$ cat src/hw/rtl/otrm_pkg.sv
// ----------------------------------------------------------------------------
// otrm_pkg
// Types and constants shared by the 1-wire temperature read master.
// ----------------------------------------------------------------------------
`default_nettype none

package otrm_pkg;

   localparam int NUM_REGS = 8;
   localparam int REG_W = 16;
   localparam int ADDR_W = 5;
   localparam int PHASE_W = 4;

   localparam logic [2:0] REG_RESET_LOW = 3'd0;
   localparam logic [2:0] REG_PRES_SAMPLE = 3'd1;
   localparam logic [2:0] REG_PRES_TAIL = 3'd2;
   localparam logic [2:0] REG_WRITE_LOW = 3'd3;
   localparam logic [2:0] REG_ONE_RELEASE = 3'd4;
   localparam logic [2:0] REG_SLOT_TAIL = 3'd5;
   localparam logic [2:0] REG_READ_SAMPLE = 3'd6;
   localparam logic [2:0] REG_POLL_PERIOD = 3'd7;

   typedef logic [NUM_REGS-1:0][REG_W-1:0] otrm_regs_type;

   localparam otrm_regs_type REG_RESET_VALUES = {
      16'd65535, 16'd13, 16'd45, 16'd40, 16'd14, 16'd170, 16'd70, 16'd480
   };

   typedef struct packed {
      logic [PHASE_W-1:0] phase;
      logic [2:0]         bit_idx;
      logic [3:0]         byte_idx;
      logic [7:0]         shift;
      logic [7:0]         crc;
      logic [4:0]         poll;
      logic               second;
      logic [1:0]         retry;
      logic [7:0]         sp0;
      logic [7:0]         sp1;
      logic [7:0]         sp5;
      logic [7:0]         sp7;
   } otrm_state_type;

   typedef struct packed {
      logic        drive_low;
      logic        busy_res;
      logic        done_res;
      logic        crc_failed;
      logic [1:0]  retry_cause;
      logic [15:0] temperature_word;
   } otrm_result_type;

endpackage

`default_nettype wire

$ cat src/hw/rtl/otrm_csr.sv
// ----------------------------------------------------------------------------
// otrm_csr
// APB-style register file holding the bus timing durations.
// ----------------------------------------------------------------------------
`default_nettype none

module otrm_csr (
   input  wire                       clock,
   input  wire                       reset,
   input  wire                       csr_psel,
   input  wire                       csr_penable,
   input  wire                       csr_pwrite,
   input  wire  [otrm_pkg::ADDR_W-1:0] csr_paddr,
   input  wire  [31:0]               csr_pwdata,
   output logic [31:0]               csr_prdata,
   output logic                      csr_pready,
   output otrm_pkg::otrm_regs_type   regs
);
   import otrm_pkg::*;

   otrm_regs_type regs_ff;
   otrm_regs_type regs_in;
   logic [2:0]    idx;

   assign idx = csr_paddr[ADDR_W-1:2];

   always_comb begin
      regs_in = regs_ff;
      if (csr_psel && csr_penable && csr_pwrite) begin
         regs_in[idx] = csr_pwdata[REG_W-1:0];
      end
   end

   always_ff @(posedge clock) begin
      if (reset) begin
         regs_ff <= REG_RESET_VALUES;
      end else begin
         regs_ff <= regs_in;
      end
   end

   assign csr_prdata = {16'd0, regs_ff[idx]};
   assign csr_pready = 1'b1;
   assign regs = regs_ff;

endmodule

`default_nettype wire

$ cat src/hw/rtl/otrm_core.sv
// ----------------------------------------------------------------------------
// otrm_core
// Sequencer state and single-tick step logic of the 1-wire read master.
// ----------------------------------------------------------------------------
`default_nettype none

module otrm_core #(
   parameter int POLL_LIMIT = 24,
   parameter int TIMER_BITS = 16
) (
   input  wire                      clock,
   input  wire                      reset,
   input  wire                      step_en,
   input  wire                      start_req,
   input  wire                      line_in,
   input  otrm_pkg::otrm_regs_type  regs,
   output otrm_pkg::otrm_result_type result
);
   import otrm_pkg::*;

   localparam logic [PHASE_W-1:0] PH_IDLE = 4'd0;
   localparam logic [PHASE_W-1:0] PH_RST_LOW = 4'd1;
   localparam logic [PHASE_W-1:0] PH_PRES_WAIT = 4'd2;
   localparam logic [PHASE_W-1:0] PH_PRES_TAIL = 4'd3;
   localparam logic [PHASE_W-1:0] PH_WR_LOW = 4'd4;
   localparam logic [PHASE_W-1:0] PH_WR_ONE = 4'd5;
   localparam logic [PHASE_W-1:0] PH_WR_ZERO = 4'd6;
   localparam logic [PHASE_W-1:0] PH_POLL = 4'd7;
   localparam logic [PHASE_W-1:0] PH_RD_LOW = 4'd8;
   localparam logic [PHASE_W-1:0] PH_RD_WAIT = 4'd9;
   localparam logic [PHASE_W-1:0] PH_RD_TAIL = 4'd10;

   localparam logic [7:0] CMD_SKIP_ROM = 8'hCC;
   localparam logic [7:0] CMD_CONVERT = 8'h44;
   localparam logic [7:0] CMD_READ_SP = 8'hBE;
   localparam logic [7:0] CRC_POLY = 8'h8C;
   localparam logic [15:0] CRC_FAIL_WORD = 16'hFFEE;

   localparam logic [1:0] CAUSE_NO_PRESENCE = 2'd1;
   localparam logic [1:0] CAUSE_TIMEOUT = 2'd2;
   localparam logic [1:0] CAUSE_DEFAULT = 2'd3;

   function automatic logic [7:0] crc_byte(input logic [7:0] crc, input logic [7:0] b);
      logic [7:0] c;
      c = crc ^ b;
      for (int k = 0; k < 8; k++) begin
         c = c[0] ? ((c >> 1) ^ CRC_POLY) : (c >> 1);
      end
      return c;
   endfunction

   function automatic otrm_state_type begin_pass(input otrm_state_type s, input logic pass);
      otrm_state_type r;
      r = s;
      r.second = pass;
      r.poll = '0;
      r.byte_idx = '0;
      r.bit_idx = '0;
      r.shift = '0;
      r.crc = '0;
      r.phase = PH_RST_LOW;
      return r;
   endfunction

   otrm_state_type        st_ff;
   otrm_state_type        st_in;
   logic [TIMER_BITS-1:0] tick_ff;
   logic [TIMER_BITS-1:0] tick_in;

   logic                  go;
   logic [PHASE_W-1:0]    phase_eff;
   logic [TIMER_BITS-1:0] tick_eff;
   logic [2:0]            reg_sel;
   logic [TIMER_BITS-1:0] dur_raw;
   logic [TIMER_BITS-1:0] dur;
   logic [TIMER_BITS-1:0] tick_inc;
   logic                  run_hit;
   logic [TIMER_BITS-1:0] tick_run;
   logic [7:0]            cmd;
   logic [15:0]           temp_raw;
   logic [4:0]            poll_inc;

   assign go = (st_ff.phase == PH_IDLE) && start_req;
   assign phase_eff = go ? PH_RST_LOW : st_ff.phase;
   assign tick_eff = go ? '0 : tick_ff;

   always_comb begin
      case (phase_eff)
         PH_RST_LOW:   reg_sel = REG_RESET_LOW;
         PH_PRES_WAIT: reg_sel = REG_PRES_SAMPLE;
         PH_PRES_TAIL: reg_sel = REG_PRES_TAIL;
         PH_WR_LOW:    reg_sel = REG_WRITE_LOW;
         PH_WR_ONE:    reg_sel = REG_ONE_RELEASE;
         PH_WR_ZERO:   reg_sel = REG_SLOT_TAIL;
         PH_POLL:      reg_sel = REG_POLL_PERIOD;
         PH_RD_WAIT:   reg_sel = REG_READ_SAMPLE;
         PH_RD_TAIL:   reg_sel = REG_SLOT_TAIL;
         default:      reg_sel = REG_RESET_LOW;
      endcase
   end

   assign dur_raw = TIMER_BITS'(regs[reg_sel]);
   assign dur = (dur_raw == '0) ? TIMER_BITS'(1) : dur_raw;
   assign tick_inc = tick_eff + TIMER_BITS'(1);
   assign run_hit = tick_inc >= dur;
   assign tick_run = run_hit ? '0 : tick_inc;
   assign poll_inc = st_ff.poll + 5'd1;

   assign cmd = (st_ff.byte_idx == 4'd0) ? CMD_SKIP_ROM :
                (st_ff.second ? CMD_READ_SP : CMD_CONVERT);
   assign temp_raw = {st_ff.sp1, st_ff.sp0};

   always_comb begin
      st_in = st_ff;
      tick_in = tick_ff;
      result = '0;
      if (go) begin
         st_in.retry = 2'd0;
         st_in = begin_pass(st_in, 1'b0);
         tick_in = '0;
      end
      case (phase_eff)
         PH_RST_LOW: begin
            result.drive_low = 1'b1;
            tick_in = tick_run;
            if (run_hit) begin
               st_in.phase = PH_PRES_WAIT;
            end
         end
         PH_PRES_WAIT: begin
            tick_in = tick_run;
            if (run_hit) begin
               st_in.shift = {7'd0, line_in};
               st_in.phase = PH_PRES_TAIL;
            end
         end
         PH_PRES_TAIL: begin
            tick_in = tick_run;
            if (run_hit) begin
               if (st_in.shift[0]) begin
                  st_in.retry = CAUSE_NO_PRESENCE;
                  st_in = begin_pass(st_in, 1'b0);
               end else begin
                  st_in.byte_idx = '0;
                  st_in.bit_idx = '0;
                  st_in.phase = PH_WR_LOW;
               end
            end
         end
         PH_WR_LOW: begin
            result.drive_low = 1'b1;
            tick_in = tick_run;
            if (run_hit) begin
               st_in.phase = cmd[st_in.bit_idx] ? PH_WR_ONE : PH_WR_ZERO;
            end
         end
         PH_WR_ONE, PH_WR_ZERO: begin
            result.drive_low = (phase_eff == PH_WR_ZERO);
            tick_in = tick_run;
            if (run_hit) begin
               if (st_in.bit_idx != 3'd7) begin
                  st_in.bit_idx = st_in.bit_idx + 3'd1;
                  st_in.phase = PH_WR_LOW;
               end else begin
                  st_in.bit_idx = '0;
                  if (st_in.byte_idx == 4'd0) begin
                     st_in.byte_idx = 4'd1;
                     st_in.phase = PH_WR_LOW;
                  end else if (!st_in.second) begin
                     st_in.poll = '0;
                     st_in.phase = PH_POLL;
                  end else begin
                     st_in.byte_idx = '0;
                     st_in.shift = '0;
                     st_in.crc = '0;
                     st_in.phase = PH_RD_LOW;
                  end
               end
            end
         end
         PH_POLL: begin
            if ((tick_eff == '0) && line_in) begin
               st_in = begin_pass(st_in, 1'b1);
               tick_in = '0;
            end else begin
               tick_in = tick_run;
               if (run_hit) begin
                  st_in.poll = poll_inc;
                  if (poll_inc >= 5'(POLL_LIMIT)) begin
                     st_in.retry = CAUSE_TIMEOUT;
                     st_in = begin_pass(st_in, 1'b0);
                  end
               end
            end
         end
         PH_RD_LOW: begin
            result.drive_low = 1'b1;
            st_in.phase = PH_RD_WAIT;
            tick_in = '0;
         end
         PH_RD_WAIT: begin
            tick_in = tick_run;
            if (run_hit) begin
               if (line_in) begin
                  st_in.shift[st_in.bit_idx] = 1'b1;
               end
               st_in.phase = PH_RD_TAIL;
            end
         end
         PH_RD_TAIL: begin
            tick_in = tick_run;
            if (run_hit) begin
               if (st_in.bit_idx != 3'd7) begin
                  st_in.bit_idx = st_in.bit_idx + 3'd1;
                  st_in.phase = PH_RD_LOW;
               end else if (st_in.byte_idx < 4'd8) begin
                  case (st_in.byte_idx)
                     4'd0:    st_in.sp0 = st_in.shift;
                     4'd1:    st_in.sp1 = st_in.shift;
                     4'd5:    st_in.sp5 = st_in.shift;
                     4'd7:    st_in.sp7 = st_in.shift;
                     default: st_in.sp0 = st_in.sp0;
                  endcase
                  st_in.crc = crc_byte(st_in.crc, st_in.shift);
                  st_in.byte_idx = st_in.byte_idx + 4'd1;
                  st_in.bit_idx = '0;
                  st_in.shift = '0;
                  st_in.phase = PH_RD_LOW;
               end else begin
                  st_in.bit_idx = '0;
                  if (st_in.crc != st_in.shift) begin
                     result.done_res = 1'b1;
                     result.crc_failed = 1'b1;
                     result.temperature_word = CRC_FAIL_WORD;
                     st_in.phase = PH_IDLE;
                  end else if (st_ff.sp0 == 8'h50 && st_ff.sp1 == 8'h05 &&
                               st_ff.sp5 == 8'hFF && st_ff.sp7 == 8'h10) begin
                     st_in.retry = CAUSE_DEFAULT;
                     st_in = begin_pass(st_in, 1'b0);
                  end else begin
                     result.done_res = 1'b1;
                     result.temperature_word = {{4{temp_raw[15]}}, temp_raw[15:4]};
                     st_in.phase = PH_IDLE;
                  end
                  tick_in = '0;
               end
            end
         end
         default: begin
            st_in.phase = PH_IDLE;
         end
      endcase
      result.busy_res = (st_in.phase != PH_IDLE);
      result.retry_cause = st_in.retry;
   end

   always_ff @(posedge clock) begin
      if (reset) begin
         st_ff <= '0;
         tick_ff <= '0;
      end else if (step_en) begin
         st_ff <= st_in;
         tick_ff <= tick_in;
      end
   end

endmodule

`default_nettype wire

$ cat src/hw/rtl/onewire_temperature_read_master_top.sv
// ----------------------------------------------------------------------------
// onewire_temperature_read_master_top
// 1-wire bus master that runs a complete temperature read, one tick per step.
// ----------------------------------------------------------------------------
// Each transaction on the req_ channel is one timer tick: the start request
// and the sampled bus level. Each tick yields exactly one transaction on the
// rsp_ channel carrying the drive level for that tick, the busy and done
// flags, the CRC status, the last restart cause and the temperature word.
// The tick is captured in an input register, the step logic is combinational
// between that register and the result register, and a tick's result is
// registered in the result register when the tick advances from the input
// register. One tick is taken every cycle while rsp_ready stays high, a rate
// set by the combinational step logic and the state registers it updates.
// When the receiver holds rsp_ready low the result register keeps its
// transaction and the input register fills; req_ready then drops until the
// result is taken. Reset is synchronous: the sequencer returns to idle, all
// counters clear and the timing registers on the csr_ port take their
// default values. The user must write timing registers through the csr_ port
// only while the block is idle; the block itself does not enforce this.
// ----------------------------------------------------------------------------
`default_nettype none

module onewire_temperature_read_master_top #(
   parameter int POLL_LIMIT = 24,
   parameter int TIMER_BITS = 16
) (
   input  wire         clock,
   input  wire         reset,
   input  wire         req_valid,
   output logic        req_ready,
   input  wire         req_start_req,
   input  wire         req_line_in,
   output logic        rsp_valid,
   input  wire         rsp_ready,
   output logic        rsp_drive_low,
   output logic        rsp_busy_res,
   output logic        rsp_done_res,
   output logic        rsp_crc_failed,
   output logic [1:0]  rsp_retry_cause,
   output logic [15:0] rsp_temperature_word,
   input  wire         csr_psel,
   input  wire         csr_penable,
   input  wire         csr_pwrite,
   input  wire  [otrm_pkg::ADDR_W-1:0] csr_paddr,
   input  wire  [31:0] csr_pwdata,
   output logic [31:0] csr_prdata,
   output logic        csr_pready
);
   import otrm_pkg::*;

   otrm_regs_type   regs;
   otrm_result_type step_res;
   otrm_result_type rsp_ff;
   logic            rsp_vld_ff;
   logic            in_vld_ff;
   logic            in_start_ff;
   logic            in_line_ff;
   logic            advance;

   assign advance = in_vld_ff && (!rsp_vld_ff || rsp_ready);
   assign req_ready = !in_vld_ff || advance;

   always_ff @(posedge clock) begin
      if (reset) begin
         in_vld_ff <= 1'b0;
      end else if (req_ready) begin
         in_vld_ff <= req_valid;
      end
   end

   always_ff @(posedge clock) begin
      if (req_ready && req_valid) begin
         in_start_ff <= req_start_req;
         in_line_ff <= req_line_in;
      end
   end

   otrm_csr u_csr (
      .clock       (clock),
      .reset       (reset),
      .csr_psel    (csr_psel),
      .csr_penable (csr_penable),
      .csr_pwrite  (csr_pwrite),
      .csr_paddr   (csr_paddr),
      .csr_pwdata  (csr_pwdata),
      .csr_prdata  (csr_prdata),
      .csr_pready  (csr_pready),
      .regs        (regs)
   );

   otrm_core #(
      .POLL_LIMIT (POLL_LIMIT),
      .TIMER_BITS (TIMER_BITS)
   ) u_core (
      .clock     (clock),
      .reset     (reset),
      .step_en   (advance),
      .start_req (in_start_ff),
      .line_in   (in_line_ff),
      .regs      (regs),
      .result    (step_res)
   );

   always_ff @(posedge clock) begin
      if (reset) begin
         rsp_vld_ff <= 1'b0;
      end else if (advance) begin
         rsp_vld_ff <= 1'b1;
      end else if (rsp_ready) begin
         rsp_vld_ff <= 1'b0;
      end
   end

   always_ff @(posedge clock) begin
      if (advance) begin
         rsp_ff <= step_res;
      end
   end

   assign rsp_valid = rsp_vld_ff;
   assign rsp_drive_low = rsp_ff.drive_low;
   assign rsp_busy_res = rsp_ff.busy_res;
   assign rsp_done_res = rsp_ff.done_res;
   assign rsp_crc_failed = rsp_ff.crc_failed;
   assign rsp_retry_cause = rsp_ff.retry_cause;
   assign rsp_temperature_word = rsp_ff.temperature_word;

endmodule

`default_nettype wire

$ cat config.mk
export PLATFORM = sky130hd
export DESIGN_NAME = onewire_temperature_read_master_top
export DESIGN_NICKNAME = d
export VERILOG_FILES = /design/src/hw/rtl/otrm_pkg.sv /design/src/hw/rtl/otrm_csr.sv /design/src/hw/rtl/otrm_core.sv /design/src/hw/rtl/onewire_temperature_read_master_top.sv
export SDC_FILE = /design/constraint.sdc
export NUM_CORES = 1
export LEC_CHECK = 0
export BUFFER_PORTS_ARGS = -buffer_cell sky130_fd_sc_hd__buf_2
export CAP_MARGIN = 20
export CORE_UTILIZATION = 45
export CTS_BUF_LIST = sky130_fd_sc_hd__clkbuf_8
export DETAILED_ROUTE_END_ITERATION = 8
export GPL_TIMING_DRIVEN = 1
export SLEW_MARGIN = 10
export SYNTH_ARGS = -nofsm -noshare
export SYNTH_HDL_FRONTEND = slang
export SYNTH_HIERARCHICAL = 1
export SYNTH_SLANG_ARGS = --single-unit
$ cat constraint.sdc
create_clock -name clock -period 6.9 [get_ports clock]
set_clock_uncertainty 0.2 [all_clocks]
set_input_delay 0.69 -clock clock [delete_from_list [all_inputs] [get_ports clock]]
set_output_delay 0.69 -clock clock [all_outputs]
set_load 0.01 [all_outputs]
==> results of run 1 <==
-- flip-flops by register name, summed over array words and instances (netlist names), 2 cells and up --
register              cells
u_csr/regs              128
rsp_retry_cause           2
u_core/tick_ff           16
rsp_temperature_word     16
u_core/st_ff             67
-- cell type report --
type                            count  area [um^2]  share of cell area, %
Inverter                           22         82.6                  0.540
Clock buffer                       46          633                   4.14
Sequential cell                   237         4980                   32.6
Tap cell                          396          495                   3.24
Timing Repair Buffer               95          564                   3.69
Multi-Input combinational cell   1280         8380                   54.9
Clock inverter                     25          139                  0.909
-- cell families (layout without fill, tap and decap cells) --
family / after synthesis / count (layout) / share of synthesized area, %
AO/OA/AOI/OAI: 304 / 304 / 13.5
XOR/XNOR: 33 / 33 / 2.05
adder cells (fa/ha/maj): 26 / 26 / 2.31
buffers and inverters: 153 / 188 / 5.57
flip-flops: 237 / 237 / 35.4
multiplexers: 161 / 161 / 14.3
other: 2 / 17 / 0.0533
AND/OR/NAND/NOR: 739 / 739 / 26.8
-- routing by layer --
layer	track usage [%]	wire, um
met1	35.2	18300
met2	40.6	18600
met5	0	0
met3	3.97	2940
met4	7.56	926
-- worst paths after layout --
check,start,to,slack [ns],cells after the start
hold reg to reg,u_core/st_ff[27],u_core/st_ff[27],0.26,2
setup / recovery,u_core/st_ff[64],rsp_busy_res,0.72,18
hold / removal,req_start_req,in_start_ff,0.13,1
setup reg to reg,u_core/st_ff[64],rsp_busy_res,0.72,18
-- metrics by stage --
stage,instances,worst slack [ns],area (um^2),hold slack (ns),total power [uW]
after CTS,2101,0.764,15300,0.108,3100
final,2101,0.719,15300,0.133,3070
after global routing,2101,0.445,15300,0.108,3200
after global placement,2030,0.884,14500,0.238,1840
after detailed placement,2030,0.798,14500,0.249,1840
after floorplan,1670,1.25,14100,0.227,1720
-- critical path, cell delays in order, from the launching register on --
cell and delay [ns]:
dfxtp_1 0.60, nor3b_1 0.57, a21o_2 0.41, buf_4 0.31, nand2_1 0.09, nand3_1 0.09, nand4_1 0.24, nand4_1 0.18
nor4_1 0.07, a211o_1 0.30, ha_1 0.28, nand2b_1 0.14, a2111oi_0 0.42, or4b_4 0.26, and3_4 0.37, or3_4 0.21
nor2_1 0.09, or4_1 0.59, or3_1 0.44
-- layout by cell type (no fill, tap or decap), types with 44 or more instances in the layout --
cell and count:
nand2_1 216, dfxtp_1 213, nor2_1 176, mux2i_1 114, nand2b_1 83, nand3_1 80
o21ai_1 78, buf_2 66, a21oi_1 61, o21ai_0 48, clkbuf_8 46, nor2b_1 44
-- power by group through the flow --
stage          clock, uW  combinational, uW  sequential (uW)
2_1_floorplan          0                274             1450
3_3_place_gp           0                388             1450
3_5_place_dp           0                392             1450
4_1_cts             1280                394             1420
5_1_grt             1340                429             1420
6_report            1250                396             1420
==> results.yml, run 1 <==
sta:
  finalSetupViolCount: 0
  maxSlewViolCount: 0
  rsz0062_at_grt: "no"
  final_hold_viol_count: 0
  fin_crit_ns: 6.18
  finalCritPeriodShare_pct: 89.6
  maxSlewHeadroom_pct: 37.1
  tightest_slew_ns: 0.944
  fmax_ghz: 0.162
  tns_ns: 0
detailed_routing:
  dr.pass1.iters: 5
  ant_nets: 0
  drtIter0Drc: 999
  wl_mm: 40.7
  routedWlPerCell_um: 19.4
  routed-via-count: 12300
  remaining_drc_errors: 0
  viasPerCell: 5.85
setup_path:
  cp.arrival_ns: 6.25
  start_kind: "register"
  critPathRequiredTime_ns: 6.97
  path_class: "register to register"
  path_max_fanout: 23
  cp-end-kind: "register"
clocking:
  cts.sinks: 237
  cts_buffers: 43
  worstSkewPairLatency_ns: 0.56
  h-tree-depth: 2
  cts_tree: "yes"
  cts_max_path_buffers: 3
  root_buffer: "clkbuf_8"
  clk_pin_slew_ns: 0.07
  cts_resized: 0
  post_cts_buffers: 0
  hold_buffers: 0
synthesis:
  synth-edff-count: 24
  netlist_top_cells_area: "dfxtp_1, mux2i_1, nand2_1"
  synth_flop_cell: "dfxtp_1"
  netlist_area_um2: 14100
  netlist.area_leader.share_pct: 30.3
  synth_cells: 1655
  yosys_warnings: 6
  ys_seq_elements: 237
  ys_types: 96
  synth.yosys.seq_area_share_pct: 35.4
  async_flop_share_pct: 0
  syn_area_per_cell_um2: 8.51
  synth_common_cells: "nand2_1, dfxtp_1, nor2_1"
  yosys.cell_count.top_type: "nand2_1"
  yosys.area.top_type: "dfxtp_1"
die:
  rows: 64
  fp.dieW_um: 179
  die_h_um: 179
  start_util_pct: 45.9
  dieArea_um2: 32000
  io-pin-count: 103
  coreArea_um2: 30700
power_and_ir_drop:
  p_int_uw: 2190
  pwr-share-comb_pct: 12.9
  power_density_nw_per_um2: 201
  ir_worst_vdd_uv: 132
  swShare_pct: 28.7
  switching_power_uw: 880
  leakagePower_uw: 0.00604
  clkPwrFrac_pct: 40.7
  power_frac_seq_pct: 46.3
placed_design:
  io_buffers: 67
  hpwl_mm: 26.5
  gp_congestion: 0.951
grt:
  grt_pass1_vias: 11500
  grtUsageTotal_pct: 25.4
  grt_pass1_wl_mm: 64.0
  overflow: 0
  antenna_found_initial: 0
  grt_max_degree: 186
outcome:
  status: "finished clean"
final_layout:
  area_delta_synth_final_pct: 8.55
  n_antenna_cell: 0
  post-route-util_pct: 49.8
  fill_cells: 2982
  nets: 1751
  drive_gt1_share_pct: 14.6
flow_run:
  maxCapViolations: 0
min_path:
  hold_path.class: "input pin to register"
Note: power is estimated with default switching activity, not from simulation.
==> run 2, diff against run 1 <==
CORE_UTILIZATION = 25   (was 45)
==> run 2 against run 1 <==
Compared with the run above:
- cell count increased by 17%
- wire length rose by 2.4%
- sequential power hardly changed
- largest cell class unchanged
==> results.yml, run 2 (same netlist as run 1, synthesis figures left out) <==
clocking:
  clk_pin_slew_ns: 0.06
  cts_resized: 0
  cts_max_path_buffers: 3
  root_buffer: "clkbuf_8"
  cts_buffers: 43
  cts_tree: "yes"
  post_cts_buffers: 0
  hold_buffers: 0
  h-tree-depth: 2
  cts.sinks: 237
  worstSkewPairLatency_ns: 0.58
power_and_ir_drop:
  clkPwrFrac_pct: 43.7
  leakagePower_uw: 0.00608
  power.total_uw: 3220
  power_frac_seq_pct: 44.2
  pwr-share-comb_pct: 12.1
  p_int_uw: 2320
  ir_worst_vdd_uv: 136
  swShare_pct: 28.1
  switching_power_uw: 906
  power_density_nw_per_um2: 203
final_layout:
  final_cell_mix: "nand2_1, dfxtp_1, nor2_1"
  final_common_cell: "nand2_1"
  largest_reg_flops: 128
  nets: 1747
  drive_gt1_share_pct: 14.9
  area_delta_synth_final_pct: 12.5
  n_antenna_cell: 0
detailed_routing:
  routedWlPerCell_um: 17.0
  routed-via-count: 12300
  ant_nets: 0
  wl_mm: 41.7
  dr.pass1.iters: 5
  drtIter0Drc: 1110
  remaining_drc_errors: 0
  viasPerCell: 5.03
setup_path:
  path_class: "register to register"
  cp-end-kind: "register"
  critPathRequiredTime_ns: 7.01
  cp.arrival_ns: 6.42
  path_max_fanout: 29
  start_kind: "register"
sta:
  maxSlewViolCount: 0
  finalSetupViolCount: 0
  fmax_ghz: 0.158
  rsz0062_at_grt: "no"
  finalCritPeriodShare_pct: 91.4
  tns_ns: 0
  tightest_slew_ns: 1.02
  final_hold_viol_count: 0
  maxSlewHeadroom_pct: 32.0
  fin_crit_ns: 6.31
outcome:
  status: "finished clean"
flow_run:
  maxCapViolations: 0
die:
  rows: 86
  fp.dieW_um: 239
  start_util_pct: 25.4
  dieArea_um2: 57300
  coreArea_um2: 55400
  die_h_um: 239
  io-pin-count: 103
grt:
  overflow: 0
  grt_pass1_vias: 11900
  grtUsageTotal_pct: 14.3
  antenna_found_initial: 1
  grt_pass1_wl_mm: 65.7
  grt_max_degree: 92
placed_design:
  io_buffers: 67
  gp_congestion: 0.921
  hpwl_mm: 27.3
min_path:
  hold_path.class: "input pin to register"
## run 2: final timing paths
check	startpoint	end	slack [ns]	cells past startpoint
worst max-delay path	u_core/st_ff[65]	rsp_busy_res	0.59	18
worst min register to register	u_core/st_ff[8]	u_core/st_ff[8]	0.25	2
worst min-delay path	req_line_in	in_line_ff	0.12	1
worst max register to register	u_core/st_ff[65]	rsp_busy_res	0.59	18
## run 2: layout make-up
cell class,instances,area [um^2]
clock inverter,19,124
inverter,22,82.6
multi-input combinational,1280,8390
tap,748,936
clock buffer,57,785
timing repair buffer,91,534
fill,5970,39600
sequential,237,4980
## run 2: power groups by stage
| stage | sequential [uW] | clock [uW] | combinational (uW) |
|---|---|---|---|
| 4_1_cts | 1420 | 1440 | 387 |
| 2_1_floorplan | 1450 | 0 | 274 |
| 3_5_place_dp | 1450 | 0 | 385 |
| 5_1_grt | 1430 | 1510 | 422 |
| 6_report | 1420 | 1410 | 391 |
| 3_3_place_gp | 1450 | 0 | 378 |
## run 2: per-layer routing
layer	up-vias	global-route usage (%)	wire, um
li1	5891	-	-
met1	5872	19.2	18700
met2	473	23.0	18700
met3	96	2.97	3190
met4	2	4.45	1090
met5	-	0	17
## run 2: through the flow
stage	hold slack [ns]	instance area, um^2	std cells	util [%]	setup WS (ns)
2_1_floorplan	0.227	14100	1670	-	1.25
3_3_place_gp	0.235	14900	2378	26.9	0.886
3_5_place_dp	0.245	14900	2378	26.9	0.707
4_1_cts	0.0866	15800	2454	28.6	0.681
5_1_grt	0.0921	15800	2454	28.6	0.188
6_report	0.115	15800	2454	28.6	0.591
## run 2: worst max-delay path: stages (launching register included)
cell and delay [ns]:
dfxtp_1 0.61, nor2b_1 0.49, a21o_2 0.65, buf_4 0.37
nand2_1 0.09, nand3_1 0.09, nand4_1 0.25, nand2_1 0.17
nor4_1 0.09, a211o_1 0.30, ha_1 0.28, nand2b_1 0.14
a2111oi_0 0.41, or4b_4 0.26, and3_4 0.38, or3_4 0.22
nor2_1 0.08, or4_1 0.56, or3_1 0.39
